===== src/sv/lgcw_pkg.sv =====
// ----------------------------------------------------------------------------
// lgcw_pkg: shared types and constants for the LCD glyph column writer
// Holds the channel payloads, the configuration register set, the job
// record passed from the front end to the back end, and the sequencer states.
// ----------------------------------------------------------------------------
package lgcw_pkg;

   // Input item actions.
   localparam logic ACT_GLYPH  = 1'b0;
   localparam logic ACT_CURSOR = 1'b1;

   // Configuration register indexes.
   localparam int unsigned CSR_INDEX_W = 3;
   localparam logic [CSR_INDEX_W-1:0] CSR_INVERSE_ENABLE      = 3'd0;
   localparam logic [CSR_INDEX_W-1:0] CSR_INVERSE_MASK        = 3'd1;
   localparam logic [CSR_INDEX_W-1:0] CSR_BASELINE_SHIFT      = 3'd2;
   localparam logic [CSR_INDEX_W-1:0] CSR_PAGE_COMMAND_BASE   = 3'd3;
   localparam logic [CSR_INDEX_W-1:0] CSR_COLUMN_COMMAND_BASE = 3'd4;
   localparam logic [CSR_INDEX_W-1:0] CSR_DISPLAY_WIDTH       = 3'd5;
   localparam logic [CSR_INDEX_W-1:0] CSR_DISPLAY_PAGES       = 3'd6;

   // Header byte layout.
   localparam logic [7:0] HDR_RUN_MASK    = 8'h1F;
   localparam logic [7:0] HDR_HEIGHT_MASK = 8'hC0;

   // Offset added to a mirrored column address.
   localparam logic [7:0] MIRROR_OFFSET = 8'h60;

   // Depth of the queue between front and back end.
   localparam int unsigned QUEUE_DEPTH = 4;
   localparam int unsigned QUEUE_PTR_W = $clog2(QUEUE_DEPTH);
   localparam int unsigned QUEUE_CNT_W = $clog2(QUEUE_DEPTH + 1);

   typedef struct packed {
      logic       action;
      logic [7:0] record_byte;
      logic [7:0] cursor_x;
      logic [7:0] cursor_y;
   } req_type;

   typedef struct packed {
      logic [7:0] spi_byte;
      logic       is_data;
      logic       last;
   } rsp_type;

   typedef struct packed {
      logic       inverse_enable;
      logic [7:0] inverse_mask;
      logic [3:0] baseline_shift;
      logic [7:0] page_command_base;
      logic [7:0] column_command_base;
      logic [7:0] display_width;
      logic [4:0] display_pages;
   } cfg_type;

   typedef enum logic [1:0] {
      JOB_CURSOR,
      JOB_GLYPH,
      JOB_BLANKS
   } job_kind_type;

   // One unit of work for the back end.
   typedef struct packed {
      job_kind_type kind;
      logic [7:0]   data;      // glyph byte after shaping, or new cursor column
      logic [7:0]   row;       // new cursor row
      logic [4:0]   run;       // run length of the record
      logic [1:0]   height;    // record height minus one
      logic         end_row;   // glyph closes its page row
      logic         end_rec;   // glyph closes the record
   } job_type;

   typedef enum logic [3:0] {
      ST_IDLE,
      ST_CUR_HI,
      ST_CUR_LO,
      ST_CUR_PAGE,
      ST_REMAP_PAGE,
      ST_REMAP_HI,
      ST_REMAP_LO,
      ST_DATA,
      ST_ROW_PAGE,
      ST_ROW_HI,
      ST_ROW_LO
   } back_state_type;

endpackage


===== src/sv/lgcw_front.sv =====
// ----------------------------------------------------------------------------
// lgcw_front: record parser
// Tracks the position inside the glyph record, shapes glyph bytes and turns
// each input item into at most one job for the back end.
// ----------------------------------------------------------------------------
module lgcw_front (
   input  logic             clock,
   input  logic             reset,
   input  logic             accept,
   input  lgcw_pkg::req_type req_item,
   input  lgcw_pkg::cfg_type cfg,
   output logic             push,
   output lgcw_pkg::job_type job
);
   import lgcw_pkg::*;

   logic       expect_ff, expect_in;
   logic [4:0] run_ff, run_in;
   logic [4:0] bytes_ff, bytes_in;
   logic [2:0] pages_ff, pages_in;
   logic [1:0] height_ff, height_in;

   logic [4:0] bytes_dec;
   logic [2:0] pages_dec;
   logic [7:0] shifted;
   logic [7:0] glyph;
   logic [4:0] hdr_run;
   logic [1:0] hdr_height;

   always_comb begin
      shifted = cfg.baseline_shift[3] ? 8'h00 : (req_item.record_byte >> cfg.baseline_shift[2:0]);
      glyph   = cfg.inverse_enable ? (~shifted & cfg.inverse_mask) : shifted;
   end

   assign hdr_run    = 5'(req_item.record_byte & HDR_RUN_MASK);
   assign hdr_height = 2'((req_item.record_byte & HDR_HEIGHT_MASK) >> 6);
   assign bytes_dec  = bytes_ff - 5'd1;
   assign pages_dec  = pages_ff - 3'd1;

   always_comb begin
      expect_in = expect_ff;
      run_in    = run_ff;
      bytes_in  = bytes_ff;
      pages_in  = pages_ff;
      height_in = height_ff;
      push      = 1'b0;
      job       = '0;
      if (accept) begin
         if (req_item.action == ACT_CURSOR) begin
            // A cursor move drops any record in progress.
            push      = 1'b1;
            job.kind  = JOB_CURSOR;
            job.data  = req_item.cursor_x;
            job.row   = req_item.cursor_y;
            expect_in = 1'b1;
         end else if (expect_ff) begin
            run_in    = hdr_run;
            height_in = hdr_height;
            bytes_in  = hdr_run;
            pages_in  = {1'b0, hdr_height} + 3'd1;
            expect_in = 1'b0;
            if (hdr_run == 5'd0) begin
               // Empty record: only blank columns and row steps remain.
               push       = 1'b1;
               job.kind   = JOB_BLANKS;
               job.height = hdr_height;
               expect_in  = 1'b1;
            end
         end else begin
            push       = 1'b1;
            job.kind   = JOB_GLYPH;
            job.data   = glyph;
            job.run    = run_ff;
            job.height = height_ff;
            bytes_in   = bytes_dec;
            if (bytes_dec == 5'd0) begin
               job.end_row = 1'b1;
               pages_in    = pages_dec;
               if (pages_dec == 3'd0) begin
                  job.end_rec = 1'b1;
                  expect_in   = 1'b1;
               end else begin
                  bytes_in = run_ff;
               end
            end
         end
      end
   end

   always_ff @(posedge clock) begin
      if (reset) begin
         expect_ff <= 1'b1;
         run_ff    <= '0;
         bytes_ff  <= '0;
         pages_ff  <= '0;
         height_ff <= '0;
      end else begin
         expect_ff <= expect_in;
         run_ff    <= run_in;
         bytes_ff  <= bytes_in;
         pages_ff  <= pages_in;
         height_ff <= height_in;
      end
   end

endmodule


===== src/sv/lgcw_queue.sv =====
// ----------------------------------------------------------------------------
// lgcw_queue: job queue
// A small first-in first-out buffer that decouples the parser from the
// byte sequencer.
// ----------------------------------------------------------------------------
module lgcw_queue (
   input  logic             clock,
   input  logic             reset,
   input  logic             push,
   input  lgcw_pkg::job_type push_job,
   input  logic             pop,
   output logic             full,
   output logic             head_valid,
   output lgcw_pkg::job_type head_job
);
   import lgcw_pkg::*;

   job_type                entry_ff [QUEUE_DEPTH];
   logic [QUEUE_PTR_W-1:0] wr_ptr_ff, wr_ptr_in;
   logic [QUEUE_PTR_W-1:0] rd_ptr_ff, rd_ptr_in;
   logic [QUEUE_CNT_W-1:0] count_ff, count_in;
   logic                   do_push;
   logic                   do_pop;

   assign full       = (count_ff == QUEUE_CNT_W'(QUEUE_DEPTH));
   assign head_valid = (count_ff != '0);
   assign head_job   = entry_ff[rd_ptr_ff];
   assign do_push    = push && !full;
   assign do_pop     = pop && head_valid;

   always_comb begin
      wr_ptr_in = do_push ? wr_ptr_ff + QUEUE_PTR_W'(1) : wr_ptr_ff;
      rd_ptr_in = do_pop ? rd_ptr_ff + QUEUE_PTR_W'(1) : rd_ptr_ff;
      count_in  = count_ff;
      if (do_push && !do_pop) begin
         count_in = count_ff + QUEUE_CNT_W'(1);
      end else if (do_pop && !do_push) begin
         count_in = count_ff - QUEUE_CNT_W'(1);
      end
   end

   always_ff @(posedge clock) begin
      if (do_push) begin
         entry_ff[wr_ptr_ff] <= push_job;
      end
   end

   always_ff @(posedge clock) begin
      if (reset) begin
         wr_ptr_ff <= '0;
         rd_ptr_ff <= '0;
         count_ff  <= '0;
      end else begin
         wr_ptr_ff <= wr_ptr_in;
         rd_ptr_ff <= rd_ptr_in;
         count_ff  <= count_in;
      end
   end

endmodule


===== src/sv/lgcw_back.sv =====
// ----------------------------------------------------------------------------
// lgcw_back: byte sequencer
// Owns the display cursor and plays out each job as command and data bytes,
// one byte per cycle while rsp_stall is low, including high-column remap and row steps.
// ----------------------------------------------------------------------------
module lgcw_back (
   input  logic             clock,
   input  logic             reset,
   input  lgcw_pkg::cfg_type cfg,
   input  logic             wide_mode,
   input  logic             head_valid,
   input  lgcw_pkg::job_type head_job,
   output logic             pop,
   output logic             rsp_valid,
   input  logic             rsp_stall,
   output lgcw_pkg::rsp_type rsp_item
);
   import lgcw_pkg::*;

   back_state_type state_ff, state_in;
   logic [7:0] col_ff, col_in;
   logic [7:0] row_ff, row_in;
   logic [7:0] data_ff, data_in;
   logic       is_blank_ff, is_blank_in;
   logic [2:0] blanks_ff, blanks_in;
   logic       final_ff, final_in;
   logic [4:0] run_ff, run_in;
   logic [1:0] height_ff, height_in;

   logic       fire;
   logic       done;
   logic [2:0] blanks_dec;
   logic [7:0] blank_byte;
   logic [7:0] mirrored;
   logic [7:0] remap_row;

   assign fire       = (state_ff != ST_IDLE) && !rsp_stall;
   assign blanks_dec = blanks_ff - 3'd1;
   assign blank_byte = cfg.inverse_enable ? cfg.inverse_mask : 8'h00;
   assign mirrored   = (cfg.display_width - 8'd1) - col_ff + MIRROR_OFFSET;
   assign remap_row  = row_ff + {3'b000, cfg.display_pages};

   // Next state and cursor bookkeeping.
   always_comb begin
      state_in    = state_ff;
      col_in      = col_ff;
      row_in      = row_ff;
      data_in     = data_ff;
      is_blank_in = is_blank_ff;
      blanks_in   = blanks_ff;
      final_in    = final_ff;
      run_in      = run_ff;
      height_in   = height_ff;
      done        = 1'b0;
      pop         = 1'b0;
      case (state_ff)
         ST_IDLE:       done = 1'b1;
         ST_CUR_HI:     if (fire) state_in = ST_CUR_LO;
         ST_CUR_LO:     if (fire) state_in = ST_CUR_PAGE;
         ST_CUR_PAGE:   if (fire) done = 1'b1;
         ST_REMAP_PAGE: if (fire) state_in = ST_REMAP_HI;
         ST_REMAP_HI:   if (fire) state_in = ST_REMAP_LO;
         ST_REMAP_LO:   if (fire) state_in = ST_DATA;
         ST_DATA: begin
            if (fire) begin
               col_in = col_ff + 8'd1;
               if (is_blank_ff) begin
                  blanks_in = blanks_dec;
                  if (blanks_dec != 3'd0 || !final_ff) begin
                     // Step one page down and back to the row start.
                     row_in = row_ff + 8'd1;
                     col_in = col_ff - {3'b000, run_ff};
                  end else begin
                     row_in = row_ff - {6'b000000, height_ff};
                  end
                  state_in = ST_ROW_PAGE;
               end else if (blanks_ff != 3'd0) begin
                  data_in     = blank_byte;
                  is_blank_in = 1'b1;
                  state_in    = (wide_mode && col_in[7]) ? ST_REMAP_PAGE : ST_DATA;
               end else begin
                  done = 1'b1;
               end
            end
         end
         ST_ROW_PAGE:   if (fire) state_in = ST_ROW_HI;
         ST_ROW_HI:     if (fire) state_in = ST_ROW_LO;
         ST_ROW_LO: begin
            if (fire) begin
               if (blanks_ff != 3'd0) begin
                  data_in     = blank_byte;
                  is_blank_in = 1'b1;
                  state_in    = (wide_mode && col_ff[7]) ? ST_REMAP_PAGE : ST_DATA;
               end else begin
                  done = 1'b1;
               end
            end
         end
         default:       state_in = ST_IDLE;
      endcase

      // The next job starts in the cycle the previous one hands over its final item.
      if (done) begin
         if (head_valid) begin
            pop       = 1'b1;
            run_in    = head_job.run;
            height_in = head_job.height;
            case (head_job.kind)
               JOB_CURSOR: begin
                  col_in   = head_job.data;
                  row_in   = head_job.row;
                  state_in = ST_CUR_HI;
               end
               JOB_GLYPH: begin
                  data_in     = head_job.data;
                  is_blank_in = 1'b0;
                  blanks_in   = {2'b00, head_job.end_row};
                  final_in    = head_job.end_rec;
                  state_in    = (wide_mode && col_in[7]) ? ST_REMAP_PAGE : ST_DATA;
               end
               JOB_BLANKS: begin
                  data_in     = blank_byte;
                  is_blank_in = 1'b1;
                  blanks_in   = {1'b0, head_job.height} + 3'd1;
                  final_in    = 1'b1;
                  state_in    = (wide_mode && col_in[7]) ? ST_REMAP_PAGE : ST_DATA;
               end
               default:    state_in = ST_IDLE;
            endcase
         end else begin
            state_in = ST_IDLE;
         end
      end
   end

   // Result bytes.
   always_comb begin
      rsp_valid         = (state_ff != ST_IDLE);
      rsp_item.spi_byte = 8'h00;
      rsp_item.is_data  = 1'b0;
      rsp_item.last     = 1'b0;
      case (state_ff)
         ST_CUR_HI, ST_ROW_HI: begin
            rsp_item.spi_byte = cfg.column_command_base | {4'h0, col_ff[7:4]};
         end
         ST_CUR_LO: begin
            rsp_item.spi_byte = {4'h0, col_ff[3:0]};
         end
         ST_ROW_LO: begin
            rsp_item.spi_byte = {4'h0, col_ff[3:0]};
            rsp_item.last     = (blanks_ff == 3'd0);
         end
         ST_CUR_PAGE: begin
            rsp_item.spi_byte = cfg.page_command_base | {4'h0, row_ff[3:0]};
            rsp_item.last     = 1'b1;
         end
         ST_ROW_PAGE: begin
            rsp_item.spi_byte = cfg.page_command_base | {4'h0, row_ff[3:0]};
         end
         ST_REMAP_PAGE: begin
            rsp_item.spi_byte = cfg.page_command_base | {4'h0, remap_row[3:0]};
         end
         ST_REMAP_HI: begin
            rsp_item.spi_byte = cfg.column_command_base | {4'h0, mirrored[7:4]};
         end
         ST_REMAP_LO: begin
            rsp_item.spi_byte = {4'h0, mirrored[3:0]};
         end
         ST_DATA: begin
            rsp_item.spi_byte = data_ff;
            rsp_item.is_data  = 1'b1;
            rsp_item.last     = !is_blank_ff && (blanks_ff == 3'd0);
         end
         default: begin
            rsp_item.spi_byte = 8'h00;
         end
      endcase
   end

   always_ff @(posedge clock) begin
      if (reset) begin
         state_ff    <= ST_IDLE;
         col_ff      <= '0;
         row_ff      <= '0;
         is_blank_ff <= 1'b0;
         blanks_ff   <= '0;
         final_ff    <= 1'b0;
         run_ff      <= '0;
         height_ff   <= '0;
      end else begin
         state_ff    <= state_in;
         col_ff      <= col_in;
         row_ff      <= row_in;
         is_blank_ff <= is_blank_in;
         blanks_ff   <= blanks_in;
         final_ff    <= final_in;
         run_ff      <= run_in;
         height_ff   <= height_in;
      end
   end

   always_ff @(posedge clock) begin
      data_ff <= data_in;
   end

endmodule


===== src/sv/lcd_glyph_column_writer.sv =====
// ----------------------------------------------------------------------------
// lcd_glyph_column_writer: glyph record to display byte stream converter
// Parses glyph records and cursor moves and emits the command and data
// bytes for a page-addressed monochrome LCD controller.
// ----------------------------------------------------------------------------
// Path: with an empty queue and an idle sequencer, an accepted item's job is written into
//   the job queue, then loaded into the sequencer state that drives its first result byte.
// Throughput: the sequencer sends one byte per cycle while rsp_stall is low; a high-column
//   byte is preceded by remap commands, and a row end adds a blank byte and row-step commands.
//   The parser takes one item per cycle while the four-entry job queue has room.
// Reset: synchronous; restores the register defaults, homes the cursor, empties the queue.
// ----------------------------------------------------------------------------
module lcd_glyph_column_writer #(
   parameter int unsigned WIDE_THRESHOLD = 128
) (
   input  logic                                 clock,
   input  logic                                 reset,
   // Input items.
   input  logic                                 req_valid,
   output logic                                 req_stall,
   input  lgcw_pkg::req_type                    req_item,
   // Result items.
   output logic                                 rsp_valid,
   input  logic                                 rsp_stall,
   output lgcw_pkg::rsp_type                    rsp_item,
   // Register writes.
   input  logic                                 csr_valid,
   output logic                                 csr_ready,
   input  logic [lgcw_pkg::CSR_INDEX_W-1:0]     csr_index,
   input  logic [7:0]                           csr_wdata
);
   import lgcw_pkg::*;

   cfg_type cfg_ff, cfg_in;
   logic    req_accept;
   logic    wide_mode;
   logic    q_push;
   job_type q_push_job;
   logic    q_pop;
   logic    q_full;
   logic    q_head_valid;
   job_type q_head_job;

   // The register port never pushes back. Software must write registers only while the block
   // is idle; the block itself does not enforce this, so no write is held off here.
   assign csr_ready = 1'b1;

   always_comb begin
      cfg_in = cfg_ff;
      if (csr_valid && csr_ready) begin
         case (csr_index)
            CSR_INVERSE_ENABLE:      cfg_in.inverse_enable      = csr_wdata[0];
            CSR_INVERSE_MASK:        cfg_in.inverse_mask        = csr_wdata;
            CSR_BASELINE_SHIFT:      cfg_in.baseline_shift      = csr_wdata[3:0];
            CSR_PAGE_COMMAND_BASE:   cfg_in.page_command_base   = csr_wdata;
            CSR_COLUMN_COMMAND_BASE: cfg_in.column_command_base = csr_wdata;
            CSR_DISPLAY_WIDTH:       cfg_in.display_width       = csr_wdata;
            CSR_DISPLAY_PAGES:       cfg_in.display_pages       = csr_wdata[4:0];
            default:                 cfg_in = cfg_ff;
         endcase
      end
   end

   always_ff @(posedge clock) begin
      if (reset) begin
         cfg_ff.inverse_enable      <= 1'b0;
         cfg_ff.inverse_mask        <= 8'd255;
         cfg_ff.baseline_shift      <= 4'd0;
         cfg_ff.page_command_base   <= 8'd176;
         cfg_ff.column_command_base <= 8'd16;
         cfg_ff.display_width       <= 8'd128;
         cfg_ff.display_pages       <= 5'd8;
      end else begin
         cfg_ff <= cfg_in;
      end
   end

   // Columns at 128 and above are remapped only on displays wider than the threshold.
   assign wide_mode = (cfg_ff.display_width > 8'(WIDE_THRESHOLD));

   // The parser is held off only by a full queue, so a result waiting at the
   // output stops new items from coming in only once the queue has filled.
   assign req_stall  = q_full;
   assign req_accept = req_valid && !req_stall;

   lgcw_front u_front (
      .clock    (clock),
      .reset    (reset),
      .accept   (req_accept),
      .req_item (req_item),
      .cfg      (cfg_ff),
      .push     (q_push),
      .job      (q_push_job)
   );

   lgcw_queue u_queue (
      .clock      (clock),
      .reset      (reset),
      .push       (q_push),
      .push_job   (q_push_job),
      .pop        (q_pop),
      .full       (q_full),
      .head_valid (q_head_valid),
      .head_job   (q_head_job)
   );

   lgcw_back u_back (
      .clock      (clock),
      .reset      (reset),
      .cfg        (cfg_ff),
      .wide_mode  (wide_mode),
      .head_valid (q_head_valid),
      .head_job   (q_head_job),
      .pop        (q_pop),
      .rsp_valid  (rsp_valid),
      .rsp_stall  (rsp_stall),
      .rsp_item   (rsp_item)
   );

   // The parser never hands a job to a full queue.
   a_no_queue_overflow: assert property (@(posedge clock) disable iff (reset)
      !(q_push && q_full))
      else $error("job pushed into a full queue");

   // Every accepted cursor move produces a job.
   a_cursor_makes_job: assert property (@(posedge clock) disable iff (reset)
      (req_accept && req_item.action == ACT_CURSOR) |-> q_push)
      else $error("cursor move produced no job");

   // The sequencer comes out of reset with nothing to send.
   a_quiet_after_reset: assert property (@(posedge clock)
      $past(reset) |-> !rsp_valid)
      else $error("result valid right after reset");

   // A popped job always comes from a non-empty queue.
   a_pop_nonempty: assert property (@(posedge clock) disable iff (reset)
      q_pop |-> q_head_valid)
      else $error("job taken from an empty queue");

endmodule

===== config.mk =====
export PLATFORM = sky130hd
export DESIGN_NAME = lcd_glyph_column_writer
export DESIGN_NICKNAME = d
export VERILOG_FILES = /design/src/sv/lgcw_pkg.sv /design/src/sv/lgcw_front.sv /design/src/sv/lgcw_queue.sv /design/src/sv/lgcw_back.sv /design/src/sv/lcd_glyph_column_writer.sv
export SDC_FILE = /design/constraint.sdc
export NUM_CORES = 1
export LEC_CHECK = 0
export ABC_AREA = 1
export BUFFER_PORTS_ARGS = -buffer_cell sky130_fd_sc_hd__buf_4
export CAP_MARGIN = 25
export CORE_MARGIN = 2
export CORE_UTILIZATION = 50
export CTS_CLUSTER_DIAMETER = 80
export DETAILED_ROUTE_END_ITERATION = 12
export HOLD_SLACK_MARGIN = 0.1
export PLACE_DENSITY = 0.74
export SLEW_MARGIN = 20
export SYNTH_ARGS = -nofsm -noshare
export SYNTH_HDL_FRONTEND = slang
export SYNTH_HIERARCHICAL = 1
export SYNTH_SLANG_ARGS = --single-unit

===== constraint.sdc =====
create_clock -name clock -period 3.05 [get_ports clock]
set_input_delay 0.1525 -clock clock [delete_from_list [all_inputs] [get_ports clock]]
set_output_delay 0.1525 -clock clock [all_outputs]
set_load 0.005 [all_outputs]

==> results of run 1 <==
## worst max path at each step
stage	slack, ns	cells after the start	end	from
after CTS	0.15	10	rsp_item[5]	u_back/col_ff[1]$_SDFF_PP0_
after detailed placement	0.42	11	u_back/data_ff[0]$_DFF_P_	flop
after global placement	0.48	20	u_queue/count_ff[2]$_SDFFE_PP0P_	u_back/blanks_ff[0]$_SDFF_PP0_
after floorplan	0.47	8	u_queue/entry_ff[0][0]$_DFFE_PP_	u_queue/count_ff[0]$_SDFFE_PP0P_
final	0.22	13	rsp_item[3]	u_back/col_ff[1]$_SDFF_PP0_
after global routing	0.05	14	rsp_item[4]	u_back/col_ff[3]$_SDFF_PP0_
## stage by stage
| step | instances | area [um^2] | utilization |
|---|---|---|---|
| floorplan | 1344 | 10700 | - |
| CTS | 1693 | 12000 | 0.573 |
| global placement | 1638 | 11200 | 0.534 |
| finish | 1693 | 12100 | 0.573 |
| detailed placement | 1638 | 11200 | 0.534 |
| global route | 1693 | 12100 | 0.573 |
## cell type report
type / count / area [um^2]
Tap cell: 275 / 344
Timing Repair Buffer: 87 / 711
Fill cell: 1881 / 8970
Sequential cell: 194 / 4810
Clock inverter: 15 / 159
Inverter: 155 / 598
Multi-Input combinational cell: 950 / 5010
Clock buffer: 17 / 425
## power breakdown
group	switching, uW	internal [uW]	total, uW
Sequential	316	3120	3430
Combinational	2550	1360	3920
Clock	1090	1100	2190
## layer usage
layer  GRT usage  up-vias  routed length [um]
li1            -     4571                   -
met4      0.0920        0                 630
met1       0.320     4353               11700
met2       0.381      319               12500
met5           0        -                   0
met3      0.0415       39                1630
## state kept, by name, summed over array words and instances, names as in the netlist, named ones only
name and count:
u_back/run_ff 5, u_front/expect_ff 1, u_queue/entry_ff 92, u_front/run_ff 5, u_queue/rd_ptr_ff 2, u_front/bytes_ff 5
u_queue/wr_ptr_ff 2, u_back/row_ff 4, cfg_ff 41, u_back/col_ff 8, u_queue/count_ff 3, u_back/final_ff 1
u_front/height_ff 2, u_front/pages_ff 3, u_back/state_ff 4, u_back/height_ff 2, u_back/blanks_ff 3, u_back/is_blank_ff 1
u_back/data_ff 8
## cells in the final DEF, fill, tap and decap left out, types with 3 or more instances in the layout
master,count
xor2_1,7
o21ai_1,39
inv_8,6
dfxtp_1,100
a221oi_1,3
nand2_4,5
nand2_1,278
buf_4,64
nor3_1,6
o22ai_1,24
dlygate4sd3_1,23
clkinvlp_4,3
nor2_2,15
nand4_1,9
clkinv_1,3
a21oi_1,55
ha_1,44
clkbuf_16,17
a21oi_2,3
o211ai_1,11
nor2_4,13
nand2_2,17
fa_1,5
nand3_2,4
nand3_1,91
inv_1,137
edfxtp_1,92
inv_2,11
a211oi_1,3
nor2_1,189
a31oi_1,3
xnor2_1,8
nand3b_1,4
o21ai_0,91
a22oi_1,5
## critical path: stages, from the launching register on
cell	delay, ns
dfxtp_2	0.37
inv_1	0.11
ha_1	0.29
ha_1	0.23
fa_1	0.42
nand2_1	0.11
nand2_1	0.06
a21oi_1	0.16
xnor2_1	0.14
nand2_1	0.06
nand2_1	0.05
nand2_1	0.05
nand3_1	0.09
buf_4	0.11
## what timing repair did
item	4_1_cts	5_1_grt
hold endpoints to repair	56	0
hold buffers	23	0
endpoints found under the setup margin	0	2
resized for setup	0	2
==> results, run 1 <==
- Measured against its own limit, the worst slew margin works out to 0.512.
- The worst min-delay path class is in2reg.
- For this run, the post-layout net count is 1495.
- The count of pins on the block boundary is 54.
- The flow ran to the end, and the final reports show no timing, DRC or antenna violations.
- Setup violations remaining at the end of the flow were counted as 0.
- The source-to-sink clock delay at the later pin of the worst-skew pair is 0.44 ns.
- The starting density of the core is 0.510.
- At the placement stage, the worst setup path has a slack of 0.424 ns.
- The startpoint identified for the worst hold timing path is reset.
- The antenna diode count is 0.
- The total congestion overflow after global routing is 0.
- The row count is 53.
- For the worst setup path, the data required time is 2.90 ns.
- Along the worst path, the maximum fanout reaches 5.
- Across the run, the number of max-cap violations was 0.
- From bottom edge to top edge, the die measures 150 um.
- The first global-routing pass estimated 42000 um of wire.
- Based on the critical path, the design can be clocked at up to 353 MHz.
- The endpoint identified for the worst register-to-register timing path is u_back/data_ff[4]$_DFF_P_.
- The critical path is of the reg2out type.
- The longest clock path from root to sink contains 2 buffers.
- The area of the core region is 21000 um^2.
- The worst hold path passes through 2 cells.
- The synthesized instance count is 1344.
- The number of remaining DRC errors is 0.
- The area growth from synthesis to final layout is 12.5%.
- The count of nets left with antenna violations once routing finished came out at 0.
- For this block, the routed nets add up to 26500 um of wire.
- The largest net degree at the start of global routing is 47.
- Counting cells, the worst reg-to-reg path comes to 11.
- The number of nets in the synthesized netlist is 1434.
- The average wire per standard cell is 15.6 um.
- The congestion estimate from routability-driven global placement came to 0.893.
- The arrival time at the worst endpoint is 2.68 ns.
- The number of detailed-routing iterations run before antenna repair is 6.
- The clock period could shrink to 2.83 ns.
- The clock net sink count is 194.
- The number of antenna violations at the first check in global routing was 0.
- The worst hold endpoint is u_front/bytes_ff[1]$_SDFFE_PP0P_.
- The number of vias after detailed routing is 9282.
- IR analysis of the VDD net gives a maximum drop of 0.000490 V.
- Yosys printed 6 warnings.
- The analysis attributes to cell leakage a power of 0.00512 uW.
- In this run, CTS created clock tree buffers numbering 17.
- In this run the register-to-register setup slack is 0.33 ns.
- Of the cells placed in the final design, the portion with a size suffix greater than 1 is 0.126.
- Detailed placement finished with a half-perimeter wire length of 19100 um.
- The worst setup skew after layout is 0.0174 ns.
- The total number of H-tree levels is 4.
- The share of the clock period used by the worst path after layout is 0.928.
- STA classifies the critical path startpoint as a flop.
- The hold violation total from the final report is 0.
- STA classifies the critical path endpoint as an output port.
- The clock transition at the register clock pins on the worst setup and hold paths after CTS is 0.07 ns.
- The combined area of all synthesized cells is 10700 um^2.
- The width of the die is 150 um.
- CTS placed an instance of clkbuf_16 at the clock tree root.
- The final sum of negative setup slack is 0 ns.
- The number of setup buffers added after CTS is 0.
- The total power per unit cell area is 792 nW/um^2.
- The worst setup margin is 0.219 ns.
- The total routing resource utilization after global routing is 0.237.
- The detail-routed via count per cell is 5.48.
- Setup repair after global routing left no endpoint under its margin.
- In this run, the number of DRC markers left after iteration 0 of detailed routing was 774.
- The number of global-route vias before repair is 8458.
- Hold timing on the final database bottoms out at a slack of 0.128 ns.
- The number of buffers added on ports is 48.
- The final max-slew violation count is 0.
- The slew of the pin with the lowest slew margin is 0.730 ns.
- The die footprint is 22600 um^2.
- The post-synthesis average cell area is 7.97 um^2.
- Total power for the finished layout comes to 9540 uW.
- TritonCTS built the clock tree.
No activity file was read; power rests on OpenSTA's default activity.
==> run 2: changes to the inputs <==
- CORE_MARGIN: 2 -> default
==> run 2 against run 1 <==
Compared with the run above: register-to-register slack improved by 0.15 ns; cell count shrank 0.18%; clock power down 2%; critical endpoint unchanged; maximum frequency grew 0.36%; largest cell class unchanged; highest routed layer unchanged; power shrank 0.85%; combinational power down 1%.
==> results, run 2 (same netlist as run 1, synthesis figures left out) <==
- Run status: finished clean (unchanged).
- The source-to-sink clock delay at the later pin of the worst-skew pair is 0.43 ns (was 0.44 ns).
- The reported max-cap violation count is 0 (unchanged).
- The number of DRC markers after the initial detailed-route iteration is 722 (was 774).
- The combined buffer and inverter count along the critical path came to 2 (unchanged).
- The fmax came to 355 MHz (was 353 MHz).
- The start point of the critical path is u_back/col_ff[1]$_SDFF_PP0_ (unchanged).
- The end of the worst register-to-register path is u_queue/count_ff[2]$_SDFFE_PP0P_ (was u_back/data_ff[4]$_DFF_P_).
- The total power per unit cell area came to 788 nW/um^2 (was 792 nW/um^2).
- The row count is 53 (unchanged).
- The number of endpoints failing setup at the final stage was 0 (unchanged).
- The beginning of the worst hold path is csr_index[0] (was reset).
- The register-to-register setup slack came to 0.48 ns (was 0.33 ns).
- The area growth from synthesis to final layout came to 12.0% (was 12.5%).
- The worst-path cell with the longest stage delay is fa_1 (unchanged).
- The remaining number of nets flagged by the antenna check after routing came to 0 (unchanged).
- The sum of net half-perimeters after detailed placement came to 18800 um (was 19100 um).
- The final wirelength came to 25800 um (was 26500 um).
- The routability-driven placement congestion ratio was 0.961 (was 0.893).
- The cell-internal power is 5640 uW (was 5580 uW).
- The cell type with the highest occurrence count on the critical path is nand2_1 (unchanged).
- The number of detailed-routing iterations run before antenna repair is 8 (was 6).
- The starting density of the core is 0.510 (unchanged).
- The most frequent standard cell in the layout excluding fill and tap cells is nand2_1 (unchanged).
- The number of remaining DRC errors came to 0 (unchanged).
- The height of the chip was 148 um (was 150 um).
- The logic depth of the worst register-to-register path is 20 (was 11).
- The final instance count without filler cells came to 1690 (was 1693).
- The total congestion overflow after global routing is 0 (unchanged).
- The total routing resource utilization after global routing came to 0.243 (was 0.237).
- The number of global-route vias before repair is 8327 (was 8458).
- The leakage power figure is 0.00510 uW (was 0.00512 uW).
- The die footprint came to 22000 um^2 (was 22600 um^2).
- The average wire per standard cell is 15.3 um (was 15.6 um).
- The worst hold endpoint is cfg_ff[2]$_SDFFE_PP0P_ (was u_front/bytes_ff[1]$_SDFFE_PP0P_).
- The clock tree root driver cell is clkbuf_16 (unchanged).
- The fraction of final layout cells with drive strength greater than 1 is 0.123 (was 0.126).
- The largest driver fanout on the critical path is 5 (unchanged).
- The top register by number of flip-flops is u_queue/entry_ff (unchanged).
- The slew of the pin with the lowest slew margin was 0.683 ns (was 0.730 ns).
- The number of flip-flops under the largest register name came to 92 (unchanged).
- The antenna diode count came to 0 (unchanged).
- The count of nets after finishing is 1492 (was 1495).
- Commonest cells after routing, fill and taps aside: nand2_1, nor2_1, inv_1, dfxtp_1, edfxtp_1 (unchanged).
- The deepest clock path buffer count is 2 (unchanged).
- Largest regs: u_queue/entry_ff: 92 flops, cfg_ff: 41 flops (unchanged).
- The minimum clock period after layout is 2.82 ns (was 2.83 ns).
- The area of the core region is 21000 um^2 (unchanged).
- The share of total power consumed by net switching is 0.404 (was 0.415).
- The number of cells on the worst hold path came to 5 (was 2).
- The share of power burned in registers is 0.363 (was 0.360).
- The worst setup skew after layout is 0.0156 ns (was 0.0174 ns).
- The width of the die came to 148 um (was 150 um).
- The highest ir drop seen on vdd is 0.000442 V (was 0.000490 V).
- The largest stage delay on the critical path is 0.42 ns (about the same).
- The category of cells accounting for the largest share of critical-path delay is adder cells (unchanged).
- The count of pins on the block boundary was 54 (unchanged).
- The source of the worst register-to-register timing path is u_back/blanks_ff[0]$_SDFF_PP0_.
- The worst min-delay path class is in2reg (unchanged).
- The startpoint type of the worst setup path is a flop (unchanged).
- The first-pass GRT wire length is 41700 um (was 42000 um).
- The power dissipated by switching net loads is 3820 uW (was 3960 uW).
- RSZ-0062 raised after global routing: no (unchanged).
- The worst slew slack as a fraction of its limit is 0.543 (was 0.512).
- The clock transition at the register clock pins on the worst setup and hold paths after CTS is 0.06 ns (was 0.07 ns).
- The hold violation total from the final report is 0 (unchanged).
- The core utilization of the finished layout is 0.571 (was 0.573).
- The number of antenna violations at the first check in global routing is 0 (unchanged).
- The clock net sink count is 194 (unchanged).
- The clock power share came to 0.227 (was 0.229).
- The post-CTS setup-driven buffer insertion count was 0 (unchanged).
- The data required time at the worst endpoint is 2.90 ns (about the same).
- The TritonCTS buffer count is 17 (unchanged).
- The combinational share of power is 0.410 (was 0.411).
- The startpoint-to-endpoint class of the critical path is reg2out (unchanged).
- The arrival time at the worst endpoint was 2.67 ns (was 2.68 ns).
- The number of buffers added on ports came to 48 (unchanged).
- The number of vias after detailed routing is 9119 (was 9282).
- The share of the clock period used by the worst path after layout came to 0.925 (was 0.928).
- The total number of H-tree levels was 4 (unchanged).
- The nature of the critical path endpoint is an output port (unchanged).
- The number of placed cells counting well taps is 1638 (unchanged).
- The final sum of negative setup slack is 0 ns (unchanged).
- The largest net degree at the start of global routing is 42 (was 47).
- Critical Path, Cell by Cell: inv_1 -> ha_1 -> ha_1 -> fa_1 -> nand2_1 -> nand2_1 -> a21oi_1 -> xnor2_1 -> nand2_1 -> nand2_1 -> nand2_1 -> nand3_1 -> buf_4 (unchanged).
- The CTS tree is done (unchanged).
- The final max-slew violation count is 0 (unchanged).
- The detail-routed via count per cell is 5.40 (was 5.48).
run 2: worst max-delay path by stage:
stage,to,slack (ns),depth (start not counted)
floorplan,u_queue/entry_ff[0][0]$_DFFE_PP_,0.47,8
global placement,u_queue/count_ff[2]$_SDFFE_PP0P_,0.52,20
detailed placement,u_queue/count_ff[2]$_SDFFE_PP0P_,0.46,20
CTS,rsp_item[5],0.15,10
global route,rsp_item[4],0.02,14
finish,rsp_item[3],0.23,13
run 2: tightest hold or removal path, delay by kind of cell:
| kind | cells | cell delay [ns] |
|---|---|---|
| simple gates | 4 | 0.24 |
| buf+inv | 1 | 0.12 |
run 2: final cells by class:
type                            count  area, um^2
Sequential cell                   194        4810
Clock inverter                     12         124
Inverter                          155         598
Fill cell                        1864        9020
Tap cell                          275         344
Clock buffer                       20         437
Multi-Input combinational cell    950        5010
Timing Repair Buffer               84         681
run 2: through the flow:
stage | setup slack [ns] | power, uW | area, um^2 | hold slack [ns]
final | 0.229 | 9460 | 12000 | 0.122
after global placement | 0.517 | 7190 | 11200 | 0.361
after global routing | 0.0207 | 10200 | 12000 | 0.118
after detailed placement | 0.457 | 7280 | 11200 | 0.367
after floorplan | 0.465 | 6360 | 10700 | 0.222
after CTS | 0.150 | 9460 | 12000 | 0.105
run 2: metal layers:
layer	GRT usage	vias up	routed length, um	part of all wire
met5	0	-	0	0
met3	0.0340	26	1460	0.056
met2	0.399	297	12100	0.47
met4	0.0716	0	347	0.013
li1	-	4551	-	-
met1	0.332	4245	11900	0.46
run 2: what timing repair did:
item	4_1_cts	5_1_grt
resized for setup	0	2
hold endpoints to repair	51	0
hold buffers	20	0
setup endpoints to repair	0	3
run 2: power by group through the flow:
stage	clock (uW)	sequential (uW)	combinational, uW
floorplan	0	3350	3000
global placement	0	3470	3720
detailed placement	0	3480	3800
CTS	2180	3420	3860
global route	2290	3470	4420
finish	2150	3430	3880
==> run 3: changes to the inputs <==
- GPL_TIMING_DRIVEN: default -> 0
- clock period: 3.05 -> 3.5 ns (I/O delays scaled with it)
==> run 3 against run 2 <==
Compared with the run above: power decreased by 10%; die area did not move; design area increased by 1.8%; critical path depth is 2 higher; worst hold slack barely moved; setup slack better by 0.28 ns; count of clock-buffer cells in the layout fell by 1; routed wire length increased by 7.8%; clock skew is 0.0052 ns lower; first-iteration DRC count up 1.5%; clock power shrank 12%; utilization rose by 1.0 points.
==> results, run 3 (same netlist as run 1, synthesis figures left out) <==
- The antenna diode count was 0 (unchanged).
- The CTS tree was done (unchanged).
- The clock tree root driver cell was clkbuf_16 (unchanged).
- The first-pass GRT wire length is 44400 um (was 41700 um).
- The average wire per standard cell came to 16.2 um (was 15.3 um).
- The count of nets after finishing was 1519 (was 1492).
- The width of the die was 148 um (unchanged).
- The worst min-delay path class is in2reg (unchanged).
- Based on the critical path, the design can be clocked at up to 334 MHz.
- The height of the chip is 148 um (unchanged).
- The number of DRC markers after the initial detailed-route iteration came to 733 (was 722).
- The number of antenna violations at the first check in global routing was 0 (unchanged).
- The total routing resource utilization after global routing came to 0.263 (was 0.243).
- The most frequent standard cell in the layout excluding fill and tap cells is nand2_1 (unchanged).
- The post-layout total power is 8480 uW (was 9460 uW).
- The worst slew slack as a fraction of its limit was 0.462 (was 0.543).
- The area of all placed cells without fillers is 12200 um^2 (was 12000 um^2).
- The total congestion overflow after global routing is 0 (unchanged).
- The remaining number of nets flagged by the antenna check after routing came to 0 (unchanged).
- The leakage power figure came to 0.00520 uW (was 0.00510 uW).
- The number of vias after detailed routing came to 9274 (was 9119).
- The area growth from synthesis to final layout came to 14.0% (was 12.0%).
- The arrival time at the worst endpoint is 2.82 ns (was 2.67 ns).
- The instance area after placement was 11500 um^2 (was 11200 um^2).
- The number of cells on the worst hold path is 3 (was 5).
- The count of pins on the block boundary came to 54 (unchanged).
- The reported max-cap violation count was 0 (unchanged).
- The source-to-sink clock delay at the later pin of the worst-skew pair is 0.44 ns (was 0.43 ns).
- The die footprint is 22000 um^2 (unchanged).
- The largest net degree at the start of global routing is 24 (was 42).
- Commonest cells after routing, fill and taps aside: nand2_1, nor2_1, inv_1, dfxtp_1, edfxtp_1 (unchanged).
- The starting density of the core came to 0.510 (unchanged).
- The smallest clock period supported by the final layout is computed as 2.99 ns.
- The share of the clock period used by the worst path after layout is 0.854.
- The post-CTS setup-driven buffer insertion count is 0 (unchanged).
- The top register by number of flip-flops is u_queue/entry_ff (unchanged).
- The clock transition at the register clock pins on the worst setup and hold paths after CTS is 0.07 ns (was 0.06 ns).
- The startpoint type of the worst setup path is a flop (unchanged).
- The number of detailed-routing iterations run before antenna repair is 6 (was 8).
- The fraction of final layout cells with drive strength greater than 1 is 0.132 (was 0.123).
- The largest driver fanout on the critical path came to 7 (was 5).
- RSZ-0062 raised after global routing: no (unchanged).
- Run status: finished clean (unchanged).
- The nature of the critical path endpoint is an output port (unchanged).
- The number of fillers in the final layout was 1887 (was 1864).
- The startpoint-to-endpoint class of the critical path is reg2out (unchanged).
- The total number of H-tree levels came to 4 (unchanged).
- The total power per unit cell area is 694 nW/um^2 (was 788 nW/um^2).
- The number of endpoints failing setup at the final stage is 0 (unchanged).
- The number of buffers added on ports is 48 (unchanged).
- The sum of net half-perimeters after detailed placement is 20800 um (was 18800 um).
- The number of flip-flops under the largest register name is 92 (unchanged).
- The final max-slew violation count is 0 (unchanged).
- The multi-input gate area in the final layout is 5030 um^2 (was 5010 um^2).
- The row count is 53 (unchanged).
- The slew of the pin with the lowest slew margin came to 0.805 ns (was 0.683 ns).
- The clock net sink count is 194 (unchanged).
- The detail-routed via count per cell is 5.40 (about the same).
- The worst setup skew after layout came to 0.0104 ns (was 0.0156 ns).
- The final sum of negative setup slack is 0 ns (unchanged).
- The register cell area after layout is 4800 um^2 (was 4810 um^2).
- The final wirelength is 27800 um (was 25800 um).
- The logic depth of the worst register-to-register path is 17 (was 20).
- The routability-driven placement congestion ratio is 0.934 (was 0.961).
- The highest ir drop seen on vdd was 0.000411 V (was 0.000442 V).
- The number of global-route vias before repair is 8650 (was 8327).
- The deepest clock path buffer count is 2 (unchanged).
- The data required time at the worst endpoint is 3.32 ns (was 2.90 ns).
- Largest regs: u_queue/entry_ff: 92 flops, cfg_ff: 41 flops (unchanged).
- The number of remaining DRC errors is 0 (unchanged).
- The hold violation total from the final report is 0 (unchanged).
- The TritonCTS buffer count was 17 (unchanged).
- The area of the core region was 21000 um^2 (unchanged).
-- run 3: worst paths after layout --
| kind | from | to | slack [ns] |
|---|---|---|---|
| setup / recovery | u_back/col_ff[3]$_SDFF_PP0_ | rsp_item[4] | 0.51 |
| hold / removal | req_item[3] | u_queue/entry_ff[2][12]$_DFFE_PP_ | 0.12 |
| setup reg to reg | u_queue/count_ff[0]$_SDFFE_PP0P_ | u_queue/count_ff[2]$_SDFFE_PP0P_ | 0.75 |
| hold reg to reg | u_front/run_ff[0]$_SDFFE_PP0P_ | u_front/run_ff[0]$_SDFFE_PP0P_ | 0.47 |
-- run 3: metrics by stage --
stage	std cells	hold slack [ns]	util	worst slack [ns]
finish	1717	0.122	0.581	0.510
global route	1717	0.120	0.581	0.251
CTS	1717	0.109	0.581	0.523
detailed placement	1668	0.391	0.546	0.784
global placement	1667	0.384	0.543	-0.0252
floorplan	1344	0.244	-	0.915
-- run 3: where the power goes --
part,switching (uW),internal (uW),leakage [uW]
Clock,915,980,0.000283
Combinational,2330,1300,0.00321
Sequential,239,2720,0.00171
Total,3480,4990,0.00520
-- run 3: cell type report --
type,count,share of cell area
Clock buffer,19,0.0372
Sequential cell,194,0.394
Clock inverter,13,0.00953
Multi-Input combinational cell,950,0.412
Tap cell,275,0.0282
Buffer,45,0.0257
Timing Repair Buffer,66,0.0451
Inverter,155,0.0490
-- run 3: worst max-delay path: stages (launching register included) --
cell and delay (ns):
dfxtp_1 0.36, clkbuf_1 0.29, inv_1 0.09, ha_1 0.28, ha_1 0.35, nand3_1 0.11, nand3_1 0.09, nand2_1 0.09
nand2_1 0.06, a21oi_1 0.19, nand2_1 0.07, nand2_1 0.06, o21ai_0 0.07, nand2_1 0.06, nand2_1 0.06, buf_4 0.15
-- run 3: per-layer routing --
| metal | part of all wire | global-route usage | up-vias | routed length, um |
|---|---|---|---|---|
| li1 | - | - | 4618 | - |
| met1 | 0.43 | 0.349 | 4304 | 12100 |
| met2 | 0.48 | 0.436 | 317 | 13300 |
| met3 | 0.065 | 0.0439 | 35 | 1820 |
| met4 | 0.020 | 0.0887 | 0 | 548 |
| met5 | 0 | 0 | - | 0 |
-- run 3: what timing repair did --
action,CTS,global route
hold endpoints to repair,39,0
resized for setup,0,0
hold buffers,17,0
